$ cat src/rtl/psx_pkg.sv
package psx_pkg;

   // Default sizing
   localparam int LEN_BITS_DEFAULT    = 16;
   localparam int QUEUE_DEPTH_DEFAULT = 4;

   // Key register reset values
   localparam logic [31:0] XOR_KEY_RESET    = 32'h2FDB3CED;
   localparam logic [31:0] ROTATE_KEY_RESET = 32'hAFD33C8D;

   // Register indexes on the csr port
   localparam int CSR_INDEX_BITS = 1;
   localparam logic [CSR_INDEX_BITS-1:0] CSR_XOR_KEY    = 1'b0;
   localparam logic [CSR_INDEX_BITS-1:0] CSR_ROTATE_KEY = 1'b1;

   // Packet direction
   localparam logic FUNC_ENCODE = 1'b0;
   localparam logic FUNC_DECODE = 1'b1;

   // One unit of work handed from the front end to the back end
   typedef struct packed {
      logic        fault;      // single bad-frame result
      logic        has_nonce;  // four nonce bytes go out first
      logic [31:0] nonce;
      logic        has_word;   // one body word follows
      logic        dir;
      logic [31:0] word;       // raw gathered word
      logic [31:0] mix;
      logic [4:0]  rot;
      logic [3:0]  mask;       // word bytes that go out
      logic        last;       // byte 3 of the word closes the packet
   } psx_entry_type;

   function automatic logic [31:0] rotl32(input logic [31:0] w, input logic [4:0] r);
      logic [63:0] t;
      t = {w, w} << r;
      return t[63:32];
   endfunction

   function automatic logic [31:0] rotr32(input logic [31:0] w, input logic [4:0] r);
      logic [63:0] t;
      t = {w, w} >> r;
      return t[31:0];
   endfunction

   function automatic logic [31:0] enc_word(input logic [31:0] w, input logic [31:0] mix,
                                            input logic [4:0] rot);
      return rotl32(w ^ mix, rot);
   endfunction

   function automatic logic [31:0] dec_word(input logic [31:0] w, input logic [31:0] mix,
                                            input logic [4:0] rot);
      return rotr32(w, rot) ^ mix;
   endfunction

endpackage

$ cat src/rtl/packet_scrambler_xor_rotate_unit.sv
// Channel   Handshake          Payload
// request   push / full        req_func, req_pkt_len, req_rand_value, req_data_byte,
//                              req_byte_valid, req_last
// response  empty / pop        rsp_out_byte, rsp_out_last, rsp_bad_frame
// csr       csr_we (no wait)   csr_index, csr_wdata (xor_key, rotate_key)
//
// One request byte per cycle while full is low; the back end sends one response byte per cycle while pop keeps up.
// A result passes through the entry queue, the current-entry registers and the output register to the response ports.
// The entry queue (QUEUE_DEPTH entries) absorbs bursts: up to eight bytes from a packet's
// first transfer; full rises when the queue is full and falls as the back end drains.
// Synchronous reset clears the queue, the packet counter and restores the key defaults.
module packet_scrambler_xor_rotate_unit
   import psx_pkg::*;
#(
   parameter int LEN_BITS    = LEN_BITS_DEFAULT,
   parameter int QUEUE_DEPTH = QUEUE_DEPTH_DEFAULT
) (
   input  logic                      clock,
   input  logic                      reset,
   input  logic                      push,
   output logic                      full,
   input  logic                      req_func,
   input  logic [15:0]               req_pkt_len,
   input  logic [31:0]               req_rand_value,
   input  logic [7:0]                req_data_byte,
   input  logic                      req_byte_valid,
   input  logic                      req_last,
   output logic                      empty,
   input  logic                      pop,
   output logic [7:0]                rsp_out_byte,
   output logic                      rsp_out_last,
   output logic                      rsp_bad_frame,
   input  logic                      csr_we,
   input  logic [CSR_INDEX_BITS-1:0] csr_index,
   input  logic [31:0]               csr_wdata
);

   logic          accept;
   logic          enq_valid;
   psx_entry_type enq_entry;
   psx_entry_type head;
   logic          q_full;
   logic          q_empty;
   logic          q_pop;

   assign full   = q_full;
   assign accept = push && !q_full;

   psx_front #(
      .LEN_BITS (LEN_BITS)
   ) u_front (
      .clock          (clock),
      .reset          (reset),
      .accept         (accept),
      .req_func       (req_func),
      .req_pkt_len    (req_pkt_len),
      .req_rand_value (req_rand_value),
      .req_data_byte  (req_data_byte),
      .req_byte_valid (req_byte_valid),
      .req_last       (req_last),
      .csr_we         (csr_we),
      .csr_index      (csr_index),
      .csr_wdata      (csr_wdata),
      .enq_valid      (enq_valid),
      .enq_entry      (enq_entry)
   );

   psx_queue #(
      .DEPTH (QUEUE_DEPTH)
   ) u_queue (
      .clock   (clock),
      .reset   (reset),
      .wr_en   (enq_valid),
      .wr_data (enq_entry),
      .rd_en   (q_pop),
      .rd_data (head),
      .full    (q_full),
      .empty   (q_empty)
   );

   psx_back u_back (
      .clock         (clock),
      .reset         (reset),
      .head          (head),
      .q_empty       (q_empty),
      .q_pop         (q_pop),
      .empty         (empty),
      .pop           (pop),
      .rsp_out_byte  (rsp_out_byte),
      .rsp_out_last  (rsp_out_last),
      .rsp_bad_frame (rsp_bad_frame)
   );

endmodule

$ cat src/rtl/psx_front.sv
module psx_front
   import psx_pkg::*;
#(
   parameter int LEN_BITS = LEN_BITS_DEFAULT
) (
   input  logic                      clock,
   input  logic                      reset,
   input  logic                      accept,
   input  logic                      req_func,
   input  logic [15:0]               req_pkt_len,
   input  logic [31:0]               req_rand_value,
   input  logic [7:0]                req_data_byte,
   input  logic                      req_byte_valid,
   input  logic                      req_last,
   input  logic                      csr_we,
   input  logic [CSR_INDEX_BITS-1:0] csr_index,
   input  logic [31:0]               csr_wdata,
   output logic                      enq_valid,
   output psx_entry_type             enq_entry
);

   localparam int LW = LEN_BITS + 1;

   localparam logic [1:0] PH_IDLE    = 2'd0;
   localparam logic [1:0] PH_NONCE   = 2'd1;
   localparam logic [1:0] PH_BODY    = 2'd2;
   localparam logic [1:0] PH_SWALLOW = 2'd3;

   logic [1:0]    phase_ff, phase_in;
   logic          dir_ff, dir_in;
   logic [7:0]    counter_ff, counter_in;
   logic [31:0]   mix_ff, mix_in;
   logic [4:0]    rot_ff, rot_in;
   logic [23:0]   gather_ff, gather_in;
   logic [1:0]    slot_ff, slot_in;
   logic [LW-1:0] pos_ff, pos_in;
   logic [LW-1:0] blen_ff, blen_in;
   logic [31:0]   xor_key_ff, xor_key_in;
   logic [31:0]   rotate_key_ff, rotate_key_in;

   logic [LEN_BITS-1:0] len;
   logic [LW-1:0]       len_ext, len_plus5, enc_blen, pad_diff;
   logic [1:0]          pad_k;
   logic [2:0]          hdr_len, k_plus1, seq_len;
   logic                take_byte;
   logic [7:0]          counter_next;
   logic [47:0]         hdr_seq;
   logic [31:0]         enc_mix, enc_rot_word;
   logic [31:0]         raw_word, nonce_mix, nonce_rot_word, dec_word_q;

   // Encode framing: k, k zero pads, counter, then payload
   assign len          = LEN_BITS'(req_pkt_len);
   assign len_ext      = LW'(len);
   assign len_plus5    = len_ext + LW'(5);
   assign enc_blen     = {len_plus5[LW-1:2], 2'b00};
   assign pad_diff     = enc_blen - len_ext - LW'(2);
   assign pad_k        = pad_diff[1:0];
   assign hdr_len      = {1'b0, pad_k} + 3'd2;
   assign k_plus1      = {1'b0, pad_k} + 3'd1;
   assign take_byte    = req_byte_valid && (LW'(hdr_len) < enc_blen);
   assign seq_len      = hdr_len + {2'b00, take_byte};
   assign counter_next = counter_ff + 8'd1;
   assign hdr_seq      = (take_byte ? ({40'd0, req_data_byte} << {hdr_len, 3'b000}) : 48'd0)
                       | ({40'd0, counter_next} << {k_plus1, 3'b000})
                       | {46'd0, pad_k};
   assign enc_mix      = 32'(enc_blen) ^ xor_key_ff ^ req_rand_value;
   assign enc_rot_word = 32'(enc_blen) ^ rotate_key_ff ^ req_rand_value;

   // Word completed by this byte
   assign raw_word       = {req_data_byte, gather_ff};
   assign nonce_mix      = 32'(blen_ff) ^ xor_key_ff ^ raw_word;
   assign nonce_rot_word = 32'(blen_ff) ^ rotate_key_ff ^ raw_word;
   assign dec_word_q     = dec_word(raw_word, mix_ff, rot_ff);

   // Key registers
   always_comb begin
      xor_key_in    = xor_key_ff;
      rotate_key_in = rotate_key_ff;
      if (csr_we) begin
         unique case (csr_index)
            CSR_XOR_KEY:    xor_key_in    = csr_wdata;
            CSR_ROTATE_KEY: rotate_key_in = csr_wdata;
            default: ;
         endcase
      end
   end

   // Classify each transfer and build queue entries
   always_comb begin
      phase_in   = phase_ff;
      dir_in     = dir_ff;
      counter_in = counter_ff;
      mix_in     = mix_ff;
      rot_in     = rot_ff;
      gather_in  = gather_ff;
      slot_in    = slot_ff;
      pos_in     = pos_ff;
      blen_in    = blen_ff;

      enq_valid          = 1'b0;
      enq_entry          = '0;
      enq_entry.dir      = dir_ff;
      enq_entry.mix      = mix_ff;
      enq_entry.rot      = rot_ff;
      enq_entry.mask     = 4'hF;
      enq_entry.word     = raw_word;

      if (accept) begin
         unique case (phase_ff)
            PH_IDLE: begin
               dir_in    = req_func;
               gather_in = '0;
               slot_in   = '0;
               pos_in    = '0;
               if (req_func == FUNC_ENCODE) begin
                  // nonce bytes plus the header, maybe one full word
                  counter_in          = counter_next;
                  blen_in             = enc_blen;
                  mix_in              = enc_mix;
                  rot_in              = enc_rot_word[4:0];
                  enq_valid           = 1'b1;
                  enq_entry.dir       = FUNC_ENCODE;
                  enq_entry.mix       = enc_mix;
                  enq_entry.rot       = enc_rot_word[4:0];
                  enq_entry.has_nonce = 1'b1;
                  enq_entry.nonce     = req_rand_value;
                  enq_entry.has_word  = seq_len[2];
                  enq_entry.word      = hdr_seq[31:0];
                  enq_entry.last      = (enc_blen == LW'(4));
                  gather_in           = seq_len[2] ? {8'd0, hdr_seq[47:32]} : hdr_seq[23:0];
                  slot_in             = seq_len[1:0];
                  pos_in              = LW'(seq_len);
                  phase_in            = PH_BODY;
               end else if ((len < LEN_BITS'(8)) || (len[1:0] != 2'd0)) begin
                  enq_valid       = 1'b1;
                  enq_entry.fault = 1'b1;
                  phase_in        = PH_SWALLOW;
               end else begin
                  blen_in  = len_ext - LW'(4);
                  phase_in = PH_NONCE;
                  if (req_byte_valid) begin
                     gather_in = {16'd0, req_data_byte};
                     slot_in   = 2'd1;
                  end
               end
            end
            PH_NONCE: begin
               if (req_byte_valid) begin
                  if (slot_ff != 2'd3) begin
                     gather_in[{slot_ff, 3'b000} +: 8] = req_data_byte;
                     slot_in = slot_ff + 2'd1;
                  end else begin
                     mix_in    = nonce_mix;
                     rot_in    = nonce_rot_word[4:0];
                     gather_in = '0;
                     slot_in   = '0;
                     pos_in    = '0;
                     phase_in  = PH_BODY;
                  end
               end
            end
            PH_BODY: begin
               if (req_byte_valid) begin
                  if (slot_ff != 2'd3) begin
                     if ((dir_ff == FUNC_DECODE) || (pos_ff < blen_ff)) begin
                        gather_in[{slot_ff, 3'b000} +: 8] = req_data_byte;
                        slot_in = slot_ff + 2'd1;
                        if (dir_ff == FUNC_ENCODE) begin
                           pos_in = pos_ff + LW'(1);
                        end
                     end
                  end else if (dir_ff == FUNC_ENCODE) begin
                     if (pos_ff < blen_ff) begin
                        enq_valid      = 1'b1;
                        enq_entry.has_word = 1'b1;
                        enq_entry.last = (pos_ff + LW'(1) == blen_ff);
                        gather_in      = '0;
                        slot_in        = '0;
                        pos_in         = pos_ff + LW'(1);
                     end
                  end else if ((pos_ff == '0) && (dec_word_q[7:2] != 6'd0)) begin
                     // pad count out of range
                     enq_valid       = 1'b1;
                     enq_entry.fault = 1'b1;
                     phase_in        = PH_SWALLOW;
                  end else begin
                     enq_entry.has_word = 1'b1;
                     enq_entry.mask     = (pos_ff == '0) ? (4'b1110 << dec_word_q[1:0]) : 4'hF;
                     enq_entry.last     = (pos_ff + LW'(4) == blen_ff);
                     enq_valid          = (enq_entry.mask != 4'd0);
                     gather_in          = '0;
                     slot_in            = '0;
                     pos_in             = pos_ff + LW'(4);
                  end
               end
            end
            PH_SWALLOW: ;
            default: ;
         endcase

         // close the packet on a complete body or on last
         if ((phase_in == PH_BODY) && (pos_in >= blen_in)) begin
            phase_in = PH_IDLE;
         end
         if (req_last) begin
            phase_in = PH_IDLE;
         end
      end
   end

   always_ff @(posedge clock) begin
      if (reset) begin
         phase_ff      <= PH_IDLE;
         dir_ff        <= FUNC_ENCODE;
         counter_ff    <= '0;
         slot_ff       <= '0;
         xor_key_ff    <= XOR_KEY_RESET;
         rotate_key_ff <= ROTATE_KEY_RESET;
      end else begin
         phase_ff      <= phase_in;
         dir_ff        <= dir_in;
         counter_ff    <= counter_in;
         slot_ff       <= slot_in;
         xor_key_ff    <= xor_key_in;
         rotate_key_ff <= rotate_key_in;
      end
   end

   always_ff @(posedge clock) begin
      mix_ff    <= mix_in;
      rot_ff    <= rot_in;
      gather_ff <= gather_in;
      pos_ff    <= pos_in;
      blen_ff   <= blen_in;
   end

endmodule

$ cat src/rtl/psx_queue.sv
module psx_queue
   import psx_pkg::*;
#(
   parameter int DEPTH = QUEUE_DEPTH_DEFAULT
) (
   input  logic          clock,
   input  logic          reset,
   input  logic          wr_en,
   input  psx_entry_type wr_data,
   input  logic          rd_en,
   output psx_entry_type rd_data,
   output logic          full,
   output logic          empty
);

   localparam int PW = (DEPTH > 1) ? $clog2(DEPTH) : 1;
   localparam int CW = $clog2(DEPTH + 1);

   psx_entry_type         entry_ff [DEPTH];
   logic [PW-1:0]         wr_ptr_ff, wr_ptr_in;
   logic [PW-1:0]         rd_ptr_ff, rd_ptr_in;
   logic [CW-1:0]         count_ff, count_in;

   assign full    = (count_ff == CW'(DEPTH));
   assign empty   = (count_ff == '0);
   assign rd_data = entry_ff[rd_ptr_ff];

   // Advance pointers with wrap at the depth
   always_comb begin
      wr_ptr_in = wr_ptr_ff;
      rd_ptr_in = rd_ptr_ff;
      count_in  = count_ff;
      if (wr_en) begin
         wr_ptr_in = (wr_ptr_ff == PW'(DEPTH - 1)) ? '0 : wr_ptr_ff + PW'(1);
      end
      if (rd_en) begin
         rd_ptr_in = (rd_ptr_ff == PW'(DEPTH - 1)) ? '0 : rd_ptr_ff + PW'(1);
      end
      if (wr_en && !rd_en) begin
         count_in = count_ff + CW'(1);
      end else if (rd_en && !wr_en) begin
         count_in = count_ff - CW'(1);
      end
   end

   always_ff @(posedge clock) begin
      if (reset) begin
         wr_ptr_ff <= '0;
         rd_ptr_ff <= '0;
         count_ff  <= '0;
      end else begin
         wr_ptr_ff <= wr_ptr_in;
         rd_ptr_ff <= rd_ptr_in;
         count_ff  <= count_in;
      end
   end

   // Store entries
   always_ff @(posedge clock) begin
      if (wr_en) begin
         entry_ff[wr_ptr_ff] <= wr_data;
      end
   end

endmodule

$ cat src/rtl/psx_back.sv
module psx_back
   import psx_pkg::*;
(
   input  logic          clock,
   input  logic          reset,
   input  psx_entry_type head,
   input  logic          q_empty,
   output logic          q_pop,
   output logic          empty,
   input  logic          pop,
   output logic [7:0]    rsp_out_byte,
   output logic          rsp_out_last,
   output logic          rsp_bad_frame
);

   logic [7:0][7:0] cur_bytes_ff, cur_bytes_in;
   logic [8:0]      cur_slots_ff, cur_slots_in;
   logic            cur_last_ff, cur_last_in;
   logic            out_valid_ff, out_valid_in;
   logic [7:0]      out_byte_ff, out_byte_in;
   logic            out_last_ff, out_last_in;
   logic            out_bad_ff, out_bad_in;

   logic            out_free;
   logic            send;
   logic [8:0]      sel_onehot;
   logic [8:0]      remaining;
   logic [7:0]      sel_byte;
   logic [31:0]     head_word;

   assign out_free   = !out_valid_ff || pop;
   assign sel_onehot = cur_slots_ff & (~cur_slots_ff + 9'd1);
   assign send       = out_free && (cur_slots_ff != 9'd0);
   assign remaining  = send ? (cur_slots_ff & ~sel_onehot) : cur_slots_ff;
   assign q_pop      = (remaining == 9'd0) && !q_empty;
   assign head_word  = (head.dir == FUNC_ENCODE) ? enc_word(head.word, head.mix, head.rot)
                                                 : dec_word(head.word, head.mix, head.rot);

   // Pick the byte of the lowest pending slot
   always_comb begin
      sel_byte = 8'd0;
      for (int i = 0; i < 8; i++) begin
         if (sel_onehot[i]) begin
            sel_byte = sel_byte | cur_bytes_ff[i];
         end
      end
   end

   // Load the next entry as the current one drains
   always_comb begin
      cur_bytes_in = cur_bytes_ff;
      cur_slots_in = remaining;
      cur_last_in  = cur_last_ff;
      if (q_pop) begin
         cur_bytes_in = {head_word, head.nonce};
         cur_slots_in = {head.fault,
                         head.has_word ? head.mask : 4'd0,
                         head.has_nonce ? 4'hF : 4'd0};
         cur_last_in  = head.last;
      end
   end

   // Output register: hold while stalled
   always_comb begin
      out_valid_in = out_valid_ff;
      out_byte_in  = out_byte_ff;
      out_last_in  = out_last_ff;
      out_bad_in   = out_bad_ff;
      if (out_free) begin
         out_valid_in = send;
         out_byte_in  = sel_byte;
         out_last_in  = sel_onehot[8] || (sel_onehot[7] && cur_last_ff);
         out_bad_in   = sel_onehot[8];
      end
   end

   always_ff @(posedge clock) begin
      if (reset) begin
         cur_slots_ff <= '0;
         out_valid_ff <= 1'b0;
      end else begin
         cur_slots_ff <= cur_slots_in;
         out_valid_ff <= out_valid_in;
      end
   end

   always_ff @(posedge clock) begin
      cur_bytes_ff <= cur_bytes_in;
      cur_last_ff  <= cur_last_in;
      out_byte_ff  <= out_byte_in;
      out_last_ff  <= out_last_in;
      out_bad_ff   <= out_bad_in;
   end

   assign empty         = !out_valid_ff;
   assign rsp_out_byte  = out_byte_ff;
   assign rsp_out_last  = out_last_ff;
   assign rsp_bad_frame = out_bad_ff;

endmodule
$ cat config.mk
export PLATFORM = sky130hd
export DESIGN_NAME = packet_scrambler_xor_rotate_unit
export DESIGN_NICKNAME = d
export VERILOG_FILES = /design/src/rtl/psx_pkg.sv /design/src/rtl/packet_scrambler_xor_rotate_unit.sv /design/src/rtl/psx_front.sv /design/src/rtl/psx_queue.sv /design/src/rtl/psx_back.sv
export SDC_FILE = /design/constraint.sdc
export NUM_CORES = 1
export LEC_CHECK = 0
export BUFFER_PORTS_ARGS = -buffer_cell sky130_fd_sc_hd__buf_2
export CAP_MARGIN = 25
export CORE_MARGIN = 2
export CORE_UTILIZATION = 57
export CTS_CLUSTER_SIZE = 25
export DETAILED_ROUTE_END_ITERATION = 6
export PLACE_DENSITY = 0.77
export RECOVER_POWER = 50
export SYNTH_ARGS = -nofsm -noshare
export SYNTH_HDL_FRONTEND = slang
export SYNTH_SLANG_ARGS = --single-unit
$ cat constraint.sdc
create_clock -name clock -period 8.2 [get_ports clock]
set_input_delay 1.23 -clock clock [delete_from_list [all_inputs] [get_ports clock]]
set_output_delay 1.23 -clock clock [all_outputs]
set_load 0.01 [all_outputs]
==> impl_metrics.toml, run 1 <==
[status]
outcome = "finished with violations"
violations = "capacitance limit, slew limit"

[sta]
setup_viol = 0
rsz0062_at_grt = "no"
worst_slack_ns = 1.41
period_needed_ns = 6.79
finalCritPeriodShare = 0.828
skew_ns = 0.0252
worst_pin_slew_ns = 4.26
drv_slew = 390
fmax_ghz = 0.147
relSlewSlack = -1.84
hold_violations = 0

[final_layout]
n_fill_cell = 4728
synthToLayoutAreaGrowth_pct = 9.72
final_core_util = 0.630
drive_above_1_share = 0.156
postLayoutCellArea_um2 = 40400
fin_nets = 3124

[drt]
wl_per_cell_um = 29.7
drc_errors = 0
via_per_inst = 6.67
wl_met1_um = 43500
wl_met2_um = 55700
ant_nets = 0
routed_wl_um = 115000
firstDrtPassIters = 5
highest_layer = "met5"
drt_iter0_markers = 3229
wl_met3_um = 9920
vias = 25865

[power]
swShare = 0.401
power.internal_mw = 9.37
p_comb_frac = 0.457
leakage_nw = 14.6
pwr-share-clk = 0.209
p_seq_frac = 0.334
power_density_nw_per_um2 = 387
p_sw_mw = 6.28
ir_drop_v = 0.000221

[worst_setup_path]
crit_required_ns = 8.72
critPathKind = "reg2reg"
endpoint_kind = "flop"
crit_arrival_ns = 7.31
critical-path-max-stage-delay_ns = 0.85
start_kind = "flop"
cpMaxStageDelayCell = "clkbuf_1"
r2r_slack_ns = 1.41
crit_chain = "clkbuf_1 > mux4_2 > a222oi_1 > o32ai_1 > a211oi_1 > xor2_1 > nand3_1 > o41ai_1 > clkbuf_1 > or2_4 > a21oi_1 > a211oi_1 > ha_1 > nand4_1 > o41ai_1 > a21o_1 > a2111oi_0 > o31ai_1 > a31oi_1"
crit_fanout = 21

[synth]
seq_area_frac_synth = 0.535
synth_compound_area_frac = 0.0828
async_flop_share = 0
mappedNetlistNets = 3091
ys_types = 80
synth_mux_area_frac = 0.186
synth_simple_gate_area_frac = 0.0862
syn_inst = 2933
synth-xor-area-share = 0.0604
synthFlopType = "edfxtp_1"
yosys.area_share.adder = 0.0217
syn-cell-area_um2 = 36800
synth_top_family_by_area = "multiplexers"
syn_avg_cell_area_um2 = 12.6
ys_seq_elements = 679
yosysWarnings = 0
synth_edf_count = 610

[clocking]
clkLatencyLatePin_ns = 0.64
post_cts_buffers = 0
cts_sinks = 679
ctsResizeCount = 0
clockRootBuffer = "clkbuf_16"
cts_buffer_depth = 3
cts_max_level = 3
cts_buffers = 70
clk_pin_slew_ns = 0.07
holdBufCountCts = 0
tritoncts = "built"

[global_route]
grt_pass1_wl_um = 167000
grt_pass1_vias = 25241
antenna_found_initial = 7
track_usage = 0.343
overflow = 0
grt_max_degree = 74

[die]
rows = 93
core_area_um2 = 64100
die_area_um2 = 66700
io-pin-count = 109
start_util = 0.574
die_w_um = 258
die_y_um = 258

[flow_run]
cap_violations = 8

[place]
dp_slack_ns = 1.50
hpwlAfterDp_um = 81500
placed_cell_area_um2 = 38100
io_buffers = 108
place.gp.congestion = 0.997

[hold_path]
hold_path.class = "reg2reg"
power by group through the flow:
stage                     sequential, mW  clock, mW  combinational, mW
after global routing                5.26       3.43               7.61
after global placement              5.24          0               6.83
after CTS                           5.22       3.29               7.03
final                               5.23       3.27               7.15
after detailed placement            5.27          0               6.97
after floorplan                     4.99          0               5.11
flip-flops by register name (all words and copies together) (netlist names), named ones only:
register,cells
u_front.slot_ff,2
u_front.pos_ff,17
u_back.out_valid_ff,1
u_back.cur_slots_ff,9
u_back.cur_last_ff,1
u_front.mix_ff,32
u_back.rsp_bad_frame,1
u_queue.entry_ff,440
u_back.rsp_out_last,1
u_queue.count_ff,3
u_front.blen_ff,17
u_front.dir_ff,1
u_front.gather_ff,24
u_queue.wr_ptr_ff,2
u_front.counter_ff,8
u_front.rotate_key_ff,5
u_queue.rd_ptr_ff,2
u_front.xor_key_ff,32
u_back.rsp_out_byte,8
u_front.phase_ff,2
u_front.rot_ff,5
u_back.cur_bytes_ff,64
per-stage QoR:
step / hold WS [ns] / power, mW / TNS [ns] / cells
2_1_floorplan: 0.454 / 10.1 / -202.97 / 2933
3_3_place_gp: 0.461 / 12.1 / 0 / 3746
3_5_place_dp: 0.486 / 12.2 / 0 / 3747
4_1_cts: 0.500 / 15.5 / 0 / 3874
5_1_grt: 0.524 / 16.3 / 0 / 3876
6_report: 0.498 / 15.7 / 0 / 3879
layout make-up:
type	instances	area, µm²	share of cell area
flip-flops and latches	679	19700	0.488
inverters	76	285	0.00706
well taps	855	1070	0.0265
clock inverters	36	463	0.0115
diodes	3	7.51	0.000186
multi-input cells	1987	16100	0.399
clock buffers	91	1900	0.0471
repair buffers	152	875	0.0216
cell usage after synthesis (all sizes together), types with 20 or more instances:
master	instances	area [µm²]
edfxtp	610	18300
o21ai	135	676
xnor2	141	1230
o22ai	42	263
mux4	128	2880
buf	54	245
nor2	148	556
mux2i	295	2950
clkbuf	137	514
and3	40	250
nand2	251	942
a22oi	28	210
nor2b	21	131
nand3	84	425
inv	76	285
ha	60	751
mux2	89	1000
nor3	37	196
xor2	113	990
a21o	20	150
a21oi	121	606
dfxtp	69	1380
worst max-delay path: cells and delay by family (launching register included):
family,cells,cell delay [ns]
fa+ha+maj,1,0.34
buf+inv,2,1.37
mux,1,0.61
simple gates,3,0.79
xor+xnor,1,0.18
compound gates,11,3.01
flops,1,0.35
cell families (layout without fill, tap and decap cells):
group	after synthesis	in the layout
compound gates	477	477
simple gates	680	680
xor+xnor	254	254
other cells	0	3
mux	512	512
flops	679	679
buf+inv	267	355
fa+ha+maj	64	64
final timing paths:
check / from / end / depth (start not counted)
worst min register to register: u_back.cur_slots_ff[6] / u_back.cur_slots_ff[6] / 2
worst max register to register: u_front.rot_ff[1] / u_front.phase_ff[1] / 19
worst min-delay path: u_back.cur_slots_ff[6] / u_back.cur_slots_ff[6] / 2
worst max-delay path: u_front.rot_ff[1] / u_front.phase_ff[1] / 19
cell usage in the layout (no fill, tap or decap), types with 9 or more instances in the layout:
cell type  count
o31ai_1       15
buf_2         95
inv_1         76
clkbuf_16     71
mux2i_1      295
o21a_1         9
a21o_1        20
nor4_1         9
dfxtp_1       68
ha_1          60
a211oi_1      17
nand3_1       84
a221oi_1      12
o22ai_1       42
buf_4         28
clkbuf_1      40
nor3_1        36
o21ai_0      133
nand2_1      251
clkinv_2      13
xnor2_1      141
nand2b_1      17
a31oi_1       12
mux2_2        88
a21oi_1      121
nor2b_1       17
and3_1        40
edfxtp_1     610
mux4_2       125
nor2_1       148
a22oi_1       28
or3_1         12
nand4_1       16
xor2_1       113
per-layer routing:
layer	vias up	track usage
met1	12905	0.449
met2	1497	0.564
met5	-	0
met4	8	0.161
li1	11157	-
met3	298	0.0543
Power figures use the tool's default switching activity.
==> inputs of run 2 (changes only) <==
Clock period 8.2 ns to 5.59 ns, I/O delays scaled along.
==> impl_metrics.toml, run 2 (synthesis gave the netlist of run 1 again) <==
[hold_path]
hold_path.class = "in2reg"

[power]
finalPower_mw = 23.5
leakage_nw = 14.9
power_density_nw_per_um2 = 572
ir_drop_v = 0.000338

[die]
rows = 93
die_area_um2 = 66700
io-pin-count = 109
core_area_um2 = 64100
start_util = 0.574
die_y_um = 258
die_w_um = 258

[sta]
setup_viol = 0
period_needed_ns = 5.33
rsz0062_at_grt = "no"
worst_pin_slew_ns = 3.28
drv_slew = 212
worst_slack_ns = 0.259
hold_violations = 0
fmax_ghz = 0.188
relSlewSlack = -1.19
hold_slack_ns = 0.421
skew_ns = 0.0558
finalCritPeriodShare = 0.954

[place]
io_buffers = 108
dp_slack_ns = -0.154
hpwlAfterDp_um = 84100
place.gp.congestion = 1.04
dp_cells = 3804

[worst_setup_path]
endpoint_kind = "flop"
start_kind = "flop"
crit_required_ns = 6.15
crit_fanout = 49
critPathKind = "reg2reg"
crit_arrival_ns = 5.89

[final_layout]
reg_top3 = "u_queue.entry_ff (440), u_back.cur_bytes_ff (64)"
synthToLayoutAreaGrowth_pct = 11.5
largest_reg_flops = 440
largest_register = "u_queue.entry_ff"
fin_nets = 3182
final_core_util = 0.640
drive_above_1_share = 0.172
fin_cells = 3939
final_cell_mix = "edfxtp_1 (610), mux2i_1 (295), nand2_1 (251)"
layout_commonest_cell = "edfxtp_1"

[drt]
drt_iter0_markers = 3332
firstDrtPassIters = 7
drc_errors = 0
routed_wl_um = 118000
vias = 26280
ant_nets = 0
wl_per_cell_um = 29.9
via_per_inst = 6.67

[clocking]
ctsResizeCount = 0
clk_pin_slew_ns = 0.07
holdBufCountCts = 0
tritoncts = "built"
cts_buffer_depth = 3
clockRootBuffer = "clkbuf_16"
cts_max_level = 3
cts_buffers = 71
cts_sinks = 679
clkLatencyLatePin_ns = 0.65
post_cts_buffers = 0

[global_route]
track_usage = 0.350
grt_pass1_vias = 25741
grt_max_degree = 74
grt_pass1_wl_um = 170000
antenna_found_initial = 5
overflow = 0

[status]
violations = "capacitance limit, slew limit"
outcome = "finished with violations"

[flow_run]
cap_violations = 6
run 2: changes by cell type in the layout (fill, tap and decap cells not counted), moves of 2 or more:
cell	before	now
buf_12	2	13
buf_4	28	75
bufinv_16	6	9
clkbuf_1	40	36
clkbuf_8	5	0
clkinv_1	4	13
clkinv_2	13	10
clkinvlp_4	4	6
diode_2	3	1
nor2b_1	17	15
run 2: report_power, final:
part / switching (mW) / leakage (nW) / total [mW] / internal [mW]
registers: 0.580 / 6.25 / 7.50 / 6.92
logic: 6.82 / 7.51 / 11.1 / 4.23
clock network: 2.11 / 1.17 / 4.93 / 2.82
run 2: final timing paths:
| check | from | end | slack, ns | cells after the start |
|---|---|---|---|---|
| max | u_front.rot_ff[1] | u_front.phase_ff[1] | 0.26 | 19 |
| min | csr_wdata[5] | u_front.xor_key_ff[5] | 0.42 | 3 |
| max reg2reg | u_front.rot_ff[1] | u_front.phase_ff[1] | 0.26 | 19 |
| min reg2reg | u_front.counter_ff[1] | u_front.counter_ff[1] | 0.49 | 2 |
run 2: cell type report:
class	count	area [µm²]
Multi-Input combinational cell	1987	16100
Tap cell	855	1070
Clock inverter	49	628
Inverter	76	285
Clock buffer	83	1820
Fill cell	4684	23100
Sequential cell	679	19700
Timing Repair Buffer	209	1440
Antenna cell	1	2.50
run 2: per-layer routing:
| layer | vias to the layer above | global-route usage | share of wire |
|---|---|---|---|
| met5 | - | 0 | 0.00032 |
| met4 | 6 | 0.201 | 0.065 |
| met3 | 363 | 0.0612 | 0.087 |
| met2 | 1592 | 0.570 | 0.48 |
| met1 | 13034 | 0.445 | 0.37 |
| li1 | 11285 | - | - |
run 2: critical path, cell delays in order, from the launching register on:
cell       delay [ns]
edfxtp_1         0.43
buf_12           0.31
mux2_2           0.39
a222oi_1         0.39
o32ai_1          0.14
a211oi_1         0.34
xor2_1           0.20
nand3_2          0.26
o41ai_2          0.42
buf_4            0.25
or2_4            0.16
a21oi_1          0.06
a211oi_1         0.46
ha_1             0.35
nand4_1          0.09
o41ai_1          0.06
a21o_1           0.18
a2111oi_0        0.40
o31ai_1          0.15
a31oi_1          0.18
run 2: metrics by stage:
step	instance area, µm²	setup TNS (ns)
global route	41100	0
CTS	41100	0
global placement	38600	-0.141
finish	41100	0
floorplan	36800	-261.55
detailed placement	38700	-0.154
